### src/rtl/core/ehc_pkg.sv
`timescale 1ns / 1ps
// ============================================================================
// Ethernet header classifier package
// Transfer types, frame kind codes and header constants shared by the
// classifier modules.
// ============================================================================
package ehc_pkg;

    // One input transfer: a frame byte and its end-of-frame mark.
    typedef struct packed {
        logic [7:0] data_byte;
        logic       last;
    } item_t;

    // One classification result.
    typedef struct packed {
        logic [2:0]  frame_kind;
        logic        vlan_valid;
        logic [11:0] vlan_id;
        logic        type_valid;
        logic [15:0] inner_type;
        logic [4:0]  dest_offset;
        logic        source_valid;
        logic [4:0]  source_offset;
        logic        payload_valid;
        logic [5:0]  payload_offset;
        logic [13:0] payload_length;
    } result_t;

    // Frame kind codes.
    localparam logic [2:0] KIND_ERROR = 3'd0;
    localparam logic [2:0] KIND_DIX   = 3'd1;
    localparam logic [2:0] KIND_8023  = 3'd2;
    localparam logic [2:0] KIND_8021Q = 3'd3;
    localparam logic [2:0] KIND_8021AD = 3'd4;
    localparam logic [2:0] KIND_8021AH = 3'd5;

    // Outer type words.
    localparam logic [15:0] TYPE_8021Q   = 16'h8100;
    localparam logic [15:0] TYPE_8021AD  = 16'h88A8;
    localparam logic [15:0] TYPE_8021AH  = 16'h88E7;
    localparam logic [15:0] TYPE_LEN_MAX = 16'h05DC;
    localparam logic [15:0] VID_MASK     = 16'h0FFF;

    // Header sizes, which are also the payload offsets.
    localparam logic [5:0] HDR_DIX  = 6'd14;
    localparam logic [5:0] HDR_Q    = 6'd18;
    localparam logic [5:0] HDR_AD   = 6'd22;
    localparam logic [5:0] HDR_AH   = 6'd40;

    // Address offsets.
    localparam logic [4:0] SRC_OFF     = 5'd6;
    localparam logic [4:0] AH_DEST_OFF = 5'd18;
    localparam logic [4:0] AH_SRC_OFF  = 5'd24;

    // LLC/SNAP prefix bytes.
    localparam logic [7:0] SNAP_DSAP = 8'hAA;
    localparam logic [7:0] SNAP_CTRL = 8'h03;

endpackage

### src/rtl/core/ehc_capture.sv
`timescale 1ns / 1ps
// ============================================================================
// Ethernet header classifier: byte capture
// Counts the bytes of a frame with saturation, keeps the first header bytes
// and holds the captured length of a finished frame until it is classified.
// ============================================================================
module ehc_capture #(
    parameter int HEADER_BYTES = 40,
    parameter int MAX_FRAME    = 16383,
    parameter int CNT_W        = 14
) (
    input  logic                          clk,
    input  logic                          rst_n,
    input  ehc_pkg::item_t                item,
    input  logic                          accept,
    input  logic                          advance,
    output logic                          done_valid,
    output logic [CNT_W-1:0]              done_len,
    output logic [HEADER_BYTES-1:0][7:0]  header
);

    localparam int IDX_W = $clog2(HEADER_BYTES);

    logic [CNT_W-1:0]             pos_reg;
    logic [CNT_W-1:0]             pos_next;
    logic [CNT_W-1:0]             pos_inc;
    logic [CNT_W-1:0]             len_reg;
    logic                         done_valid_reg;
    logic                         done_valid_next;
    logic [HEADER_BYTES-1:0][7:0] hdr_reg;

    // Saturating byte count, cleared after the final byte of a frame.
    always_comb
    begin
        pos_inc = (pos_reg < CNT_W'(MAX_FRAME)) ? pos_reg + 1'b1 : pos_reg;
        pos_next = pos_reg;
        if (accept)
        begin
            pos_next = item.last ? '0 : pos_inc;
        end
    end

    // A finished frame waits here until the result stage takes it.
    always_comb
    begin
        done_valid_next = done_valid_reg;
        if (advance)
        begin
            done_valid_next = 1'b0;
        end
        if (accept && item.last)
        begin
            done_valid_next = 1'b1;
        end
    end

    always_ff @(posedge clk or negedge rst_n)
    begin
        if (!rst_n)
        begin
            pos_reg        <= '0;
            done_valid_reg <= 1'b0;
        end
        else
        begin
            pos_reg        <= pos_next;
            done_valid_reg <= done_valid_next;
        end
    end

    // Captured length of the finished frame.
    always_ff @(posedge clk)
    begin
        if (accept && item.last)
        begin
            len_reg <= pos_inc;
        end
    end

    // Header store; bytes beyond its size are counted but not kept.
    always_ff @(posedge clk)
    begin
        if (accept && (pos_reg < CNT_W'(HEADER_BYTES)))
        begin
            hdr_reg[pos_reg[IDX_W-1:0]] <= item.data_byte;
        end
    end

    assign done_valid = done_valid_reg;
    assign done_len   = len_reg;
    assign header     = hdr_reg;

endmodule

### src/rtl/core/ehc_classify.sv
`timescale 1ns / 1ps
// ============================================================================
// Ethernet header classifier: classification logic
// Decodes the outer type word and forms the tag, inner type, offsets and
// payload length from the captured header bytes and frame length.
// ============================================================================
module ehc_classify #(
    parameter int HEADER_BYTES = 40,
    parameter int CNT_W        = 14
) (
    input  logic [CNT_W-1:0]             len,
    input  logic [HEADER_BYTES-1:0][7:0] header,
    output ehc_pkg::result_t             result
);

    localparam int DIFF_W = (CNT_W > 14) ? CNT_W : 14;

    logic [15:0]       outer;
    logic              snap_ok;
    logic [DIFF_W-1:0] diff;

    always_comb
    begin
        outer = {header[12], header[13]};
        snap_ok = (header[14] == ehc_pkg::SNAP_DSAP) && (header[15] == ehc_pkg::SNAP_DSAP)
               && (header[16] == ehc_pkg::SNAP_CTRL) && (header[17] == 8'h00)
               && (header[18] == 8'h00) && (header[19] == 8'h00);

        result = '0;
        if (len >= CNT_W'(14))
        begin
            result.source_valid  = 1'b1;
            result.source_offset = ehc_pkg::SRC_OFF;
            // Outer type word selects the frame kind.
            if (outer == ehc_pkg::TYPE_8021Q)
            begin
                result.frame_kind     = ehc_pkg::KIND_8021Q;
                result.payload_offset = ehc_pkg::HDR_Q;
                if (len >= CNT_W'(16))
                begin
                    result.vlan_valid = 1'b1;
                    result.vlan_id    = 12'({header[14], header[15]} & ehc_pkg::VID_MASK);
                end
                if (len >= CNT_W'(18))
                begin
                    result.type_valid = 1'b1;
                    result.inner_type = {header[16], header[17]};
                end
            end
            else if (outer == ehc_pkg::TYPE_8021AD)
            begin
                result.frame_kind     = ehc_pkg::KIND_8021AD;
                result.payload_offset = ehc_pkg::HDR_AD;
                if (len >= CNT_W'(20))
                begin
                    result.vlan_valid = 1'b1;
                    result.vlan_id    = 12'({header[18], header[19]} & ehc_pkg::VID_MASK);
                end
                if (len >= CNT_W'(22))
                begin
                    result.type_valid = 1'b1;
                    result.inner_type = {header[20], header[21]};
                end
            end
            else if (outer == ehc_pkg::TYPE_8021AH)
            begin
                result.frame_kind     = ehc_pkg::KIND_8021AH;
                result.payload_offset = ehc_pkg::HDR_AH;
                result.dest_offset    = ehc_pkg::AH_DEST_OFF;
                result.source_offset  = ehc_pkg::AH_SRC_OFF;
                result.source_valid   = (len >= CNT_W'(30));
                if (len >= CNT_W'(38))
                begin
                    result.vlan_valid = 1'b1;
                    result.vlan_id    = 12'({header[36], header[37]} & ehc_pkg::VID_MASK);
                end
                if (len >= CNT_W'(40))
                begin
                    result.type_valid = 1'b1;
                    result.inner_type = {header[38], header[39]};
                end
            end
            else if (outer > ehc_pkg::TYPE_LEN_MAX)
            begin
                result.frame_kind     = ehc_pkg::KIND_DIX;
                result.payload_offset = ehc_pkg::HDR_DIX;
                result.type_valid     = 1'b1;
                result.inner_type     = outer;
            end
            else
            begin
                // 802.3 length frame; the type is known only behind LLC/SNAP.
                result.frame_kind     = ehc_pkg::KIND_8023;
                result.payload_offset = ehc_pkg::HDR_DIX;
                if ((len >= CNT_W'(22)) && snap_ok)
                begin
                    result.type_valid = 1'b1;
                    result.inner_type = {header[20], header[21]};
                end
            end
        end

        // Payload length beyond the header.
        diff = DIFF_W'(len) - DIFF_W'(result.payload_offset);
        if ((len >= CNT_W'(14)) && (len > CNT_W'(result.payload_offset)))
        begin
            result.payload_valid  = 1'b1;
            result.payload_length = diff[13:0];
        end
    end

endmodule

### src/rtl/core/ethernet_header_classifier_top.sv
`timescale 1ns / 1ps
// ============================================================================
// Ethernet header classifier
// Takes a frame one byte per transfer and gives one classification of its
// Ethernet header (kind, VLAN id, inner type, offsets, payload length) when
// the final byte has been transferred.
// ============================================================================
//
//  Channel  Signals                             Width    Role
//  -------  ----------------------------------  -------  -------------------
//  item     item_valid, item_stall, item        1,1,9    frame bytes in
//  result   result_valid, result_stall, result  1,1,65   classification out
//
//  One byte is taken in every cycle while item_stall is low; the counter and
//  header store update at the edge that takes the byte. The final byte of a
//  frame loads the finished-frame register; the result register is loaded from
//  the decode logic when it is free, and the classification is offered from it.
//  Reset clears the byte count and both valid flags; header bytes are not
//  cleared. item_stall rises only while a finished frame waits behind a
//  stalled result, so input keeps flowing while a result waits.
//
module ethernet_header_classifier_top #(
    parameter int HEADER_BYTES = 40,
    parameter int MAX_FRAME    = 16383
) (
    input  logic             clk,
    input  logic             rst_n,
    input  logic             item_valid,
    output logic             item_stall,
    input  ehc_pkg::item_t   item,
    output logic             result_valid,
    input  logic             result_stall,
    output ehc_pkg::result_t result
);

    localparam int CNT_W = $clog2(MAX_FRAME + 1);

    logic                         accept;
    logic                         advance;
    logic                         done_valid;
    logic [CNT_W-1:0]             done_len;
    logic [HEADER_BYTES-1:0][7:0] header;
    ehc_pkg::result_t             class_result;
    ehc_pkg::result_t             result_reg;
    logic                         result_valid_reg;
    logic                         result_valid_next;

    // Handshake: a finished frame moves on when the result register is free.
    assign advance    = done_valid && (!result_valid_reg || !result_stall);
    assign item_stall = done_valid && !advance;
    assign accept     = item_valid && !item_stall;

    ehc_capture #(
        .HEADER_BYTES (HEADER_BYTES),
        .MAX_FRAME    (MAX_FRAME),
        .CNT_W        (CNT_W)
    ) u_capture (
        .clk        (clk),
        .rst_n      (rst_n),
        .item       (item),
        .accept     (accept),
        .advance    (advance),
        .done_valid (done_valid),
        .done_len   (done_len),
        .header     (header)
    );

    ehc_classify #(
        .HEADER_BYTES (HEADER_BYTES),
        .CNT_W        (CNT_W)
    ) u_classify (
        .len    (done_len),
        .header (header),
        .result (class_result)
    );

    // Result register valid flag.
    always_comb
    begin
        result_valid_next = result_valid_reg;
        if (advance)
        begin
            result_valid_next = 1'b1;
        end
        else if (!result_stall)
        begin
            result_valid_next = 1'b0;
        end
    end

    always_ff @(posedge clk or negedge rst_n)
    begin
        if (!rst_n)
        begin
            result_valid_reg <= 1'b0;
        end
        else
        begin
            result_valid_reg <= result_valid_next;
        end
    end

    // Result payload.
    always_ff @(posedge clk)
    begin
        if (advance)
        begin
            result_reg <= class_result;
        end
    end

    assign result_valid = result_valid_reg;
    assign result       = result_reg;

    // The input is held back only behind a finished frame and a stalled result.
    a_stall_cause: assert property (@(posedge clk) disable iff (!rst_n)
        item_stall |-> (done_valid && result_valid_reg && result_stall))
        else $error("item_stall raised without a blocked result");

    // An error result carries no other information.
    a_error_empty: assert property (@(posedge clk) disable iff (!rst_n)
        (result_valid && (result.frame_kind == ehc_pkg::KIND_ERROR))
        |-> (!result.payload_valid && !result.source_valid && !result.type_valid
             && (result.payload_offset == '0)))
        else $error("error result with non-zero fields");

    // A VLAN id is reported only for tagged kinds.
    a_vlan_kind: assert property (@(posedge clk) disable iff (!rst_n)
        (result_valid && result.vlan_valid)
        |-> ((result.frame_kind == ehc_pkg::KIND_8021Q)
             || (result.frame_kind == ehc_pkg::KIND_8021AD)
             || (result.frame_kind == ehc_pkg::KIND_8021AH)))
        else $error("VLAN id on an untagged kind");

    // Invalid type and tag fields read as zero.
    a_zero_fields: assert property (@(posedge clk) disable iff (!rst_n)
        result_valid |-> ((result.type_valid || (result.inner_type == '0))
                          && (result.vlan_valid || (result.vlan_id == '0))))
        else $error("invalid field is not zero");

    // A frame taken by the result stage leaves the finished-frame register.
    a_done_clear: assert property (@(posedge clk) disable iff (!rst_n)
        (advance && !(accept && item.last)) |=> !done_valid)
        else $error("finished frame not released after transfer");

endmodule
### config.mk
export PLATFORM = sky130hd
export DESIGN_NAME = ethernet_header_classifier_top
export DESIGN_NICKNAME = d
export VERILOG_FILES = /design/src/rtl/core/ehc_pkg.sv /design/src/rtl/core/ehc_capture.sv /design/src/rtl/core/ehc_classify.sv /design/src/rtl/core/ethernet_header_classifier_top.sv
export SDC_FILE = /design/constraint.sdc
export NUM_CORES = 1
export LEC_CHECK = 0
export BUFFER_PORTS_ARGS = -buffer_cell sky130_fd_sc_hd__buf_4
export CORE_AREA = 8 8 205 207
export DETAILED_ROUTE_END_ITERATION = 8
export DIE_AREA = 0 0 213 215
export PLACE_DENSITY = 0.64
export SYNTH_ARGS = -nofsm -noshare
export SYNTH_HDL_FRONTEND = slang
export SYNTH_HIERARCHICAL = 1
export SYNTH_SLANG_ARGS = --single-unit
### constraint.sdc
create_clock -name clk -period 7.3 [get_ports clk]
set_input_delay 1.095 -clock clk [delete_from_list [all_inputs] [get_ports clk]]
set_output_delay 1.095 -clock clk [all_outputs]
set_load 0.05 [all_outputs]
==> out/metrics.csv <==
metric,value,unit
run status,"complete, no violations",
"critical path fanouts, max",15,
P_int,2270,uW
Synth Cell Area,8780,sq um
crit path DAT,4.29,ns
Mapped Cells,648,
vias,5667,
number of CTS-inserted buffers,22,
crit path kind,flop to flop,
"Slew Viols, Final",0,
Die Span X,213,microns
# setup viols final,0,
Antenna Nets Post-Route,0,
met1 usage,12.3,%
DP HPWL,15.1,mm
first-pass GRT wire length,33.6,mm
total track usage,9.27,%
Leakage,0.00375,uW
CP Data Required Time,7.52,ns
PwrDens,319,nW/um^2
Logic pwr share,21.6,%
routability cong.,0.831,
GR peak layer,met2,
clk_skew,0.0225,ns
Starting Density,22.5,%
worst ir drop on vdd,0.134,mV
slew margin rel.,11.6,%
largest net degree at the start of global routing,67,
Reg2Reg Depth,12,
Via density,4.50,
Core Region,39000,sq um
"commonest non-fill, non-tap cell in the layout",edfxtp_1,
die height,215,microns
Reg2Reg Launch Point,u_capture/done_len[11],
area of the multi-input gates,2460,sq um
Synth-to-Final Area Change,20.7,%
H-tree levels,1,
sequential power share,45.9,%
global route overflow,0,
Tmin final,4.07,ns
reg2reg end,result[13],
"CTS clk-pin slew, worst paths",0.06,ns
max reg flops,108,
layout cells sized above 1,20.0,%
syn avg cell area,13.5,sq um
Switch Pwr,1110,uW
Final Hold Violating Endpoints,0,
vias in the first global route,5553,
met3 Use GR,2.45,%
wire per inst,17.3,microns
"leading cell types in the layout, fill and taps excluded","edfxtp_1, buf_4, nor2_1",
root buffer cell,clkbuf_16,
post-cts sizing count,0,
n_diodes,0,
row cnt,73,
Max Fclk,246,MHz
Clock Sinks,203,
Final nets,740,
TritonRoute pass-1 iters,7,
die footprint,45800,sq um
Critical Path Start Type,flop,
Clock Latency Late Sink,0.52,ns
Clock Path Buffers,3,
DR iter-0 viols,621,
Setup TNS Final,0,ns
Worst Max-Slew Pin Slew,1.33,ns
cts hold-fix bufs,0,
number of I/O port buffers,79,
crit end category,flop,
number of remaining DRC errors,0,
Max-Cap Viols,0,
"Setup Fix Bufs, Post-CTS",0,
# IOs,80,
GR Util met2,14.9,%
total power,3380,uW
Routed WL,21.8,mm
number of synthesis warnings,6,
reg2reg setup slack,3.23,ns
initial antenna violation count,0,
register area,6020,sq um
RSZ-0062 raised after global routing,no,
Hold Crit Class,input port to async pin,
Tcrit/Tclk final,55.8,%
clock power share,32.5,%
CTS tree,done,
Switching Fraction,32.8,%
Filler cells,3955,
power groups by stage:
stage          combinational, uW  clock, uW  sequential [uW]
4_1_cts                      749       1130             1550
3_3_place_gp                 742          0             1580
2_1_floorplan                215          0             1870
5_1_grt                      778       1180             1570
3_5_place_dp                 746          0             1580
6_report                     730       1100             1550
worst max-delay path: stages, from the launching register on:
cell	delay, ns
edfxtp_1	0.43
nor4_2	0.52
nand2_1	0.23
nor4b_4	0.43
nor2_1	0.18
nand2_1	0.15
ha_1	0.27
a21oi_1	0.19
a21boi_1	0.10
o21ai_0	0.41
nand2b_1	0.17
a21oi_2	0.58
nor2_1	0.12
per-layer routing:
layer | share of wire, % | vias to the layer above
li1 | - | 2639
met1 | 44 | 2797
met2 | 47 | 205
met3 | 7.3 | 26
met4 | 1.5 | 0
met5 | 0 | -
metrics by stage:
step	instances	hold WS (ns)	setup slack (ns)	util [%]	cell area [sq um]
6_report	1260	0.439	3.23	27.2	10600
5_1_grt	1260	0.437	2.77	27.2	10600
4_1_cts	1260	0.427	3.17	27.2	10600
3_5_place_dp	1220	0.538	3.19	25.3	9870
3_3_place_gp	1220	0.536	3.38	25.3	9870
2_1_floorplan	652	0.472	0.853	-	8790
final cells by class:
class	instances	share of cell area, %
multi-input combinational	381	23.3
clock buffer	22	5.20
clock inverter	18	1.63
sequential	203	56.8
tap	525	6.20
timing repair buffer	84	5.95
inverter	27	0.957
worst max path at each step:
| stage | startpoint | end | slack, ns | cells past startpoint |
|---|---|---|---|---|
| floorplan | result_stall | result[0] | 0.85 | 1 |
| global placement | u_capture/done_len[11] | result[4] | 3.38 | 12 |
| detailed placement | u_capture/done_len[11] | result[12] | 3.19 | 12 |
| CTS | u_capture/done_len[11] | result[13] | 3.17 | 12 |
| global route | u_capture/done_len[11] | result[12] | 2.77 | 12 |
| finish | u_capture/done_len[11] | result[13] | 3.23 | 12 |
No activity file was read; power rests on OpenSTA's default activity.
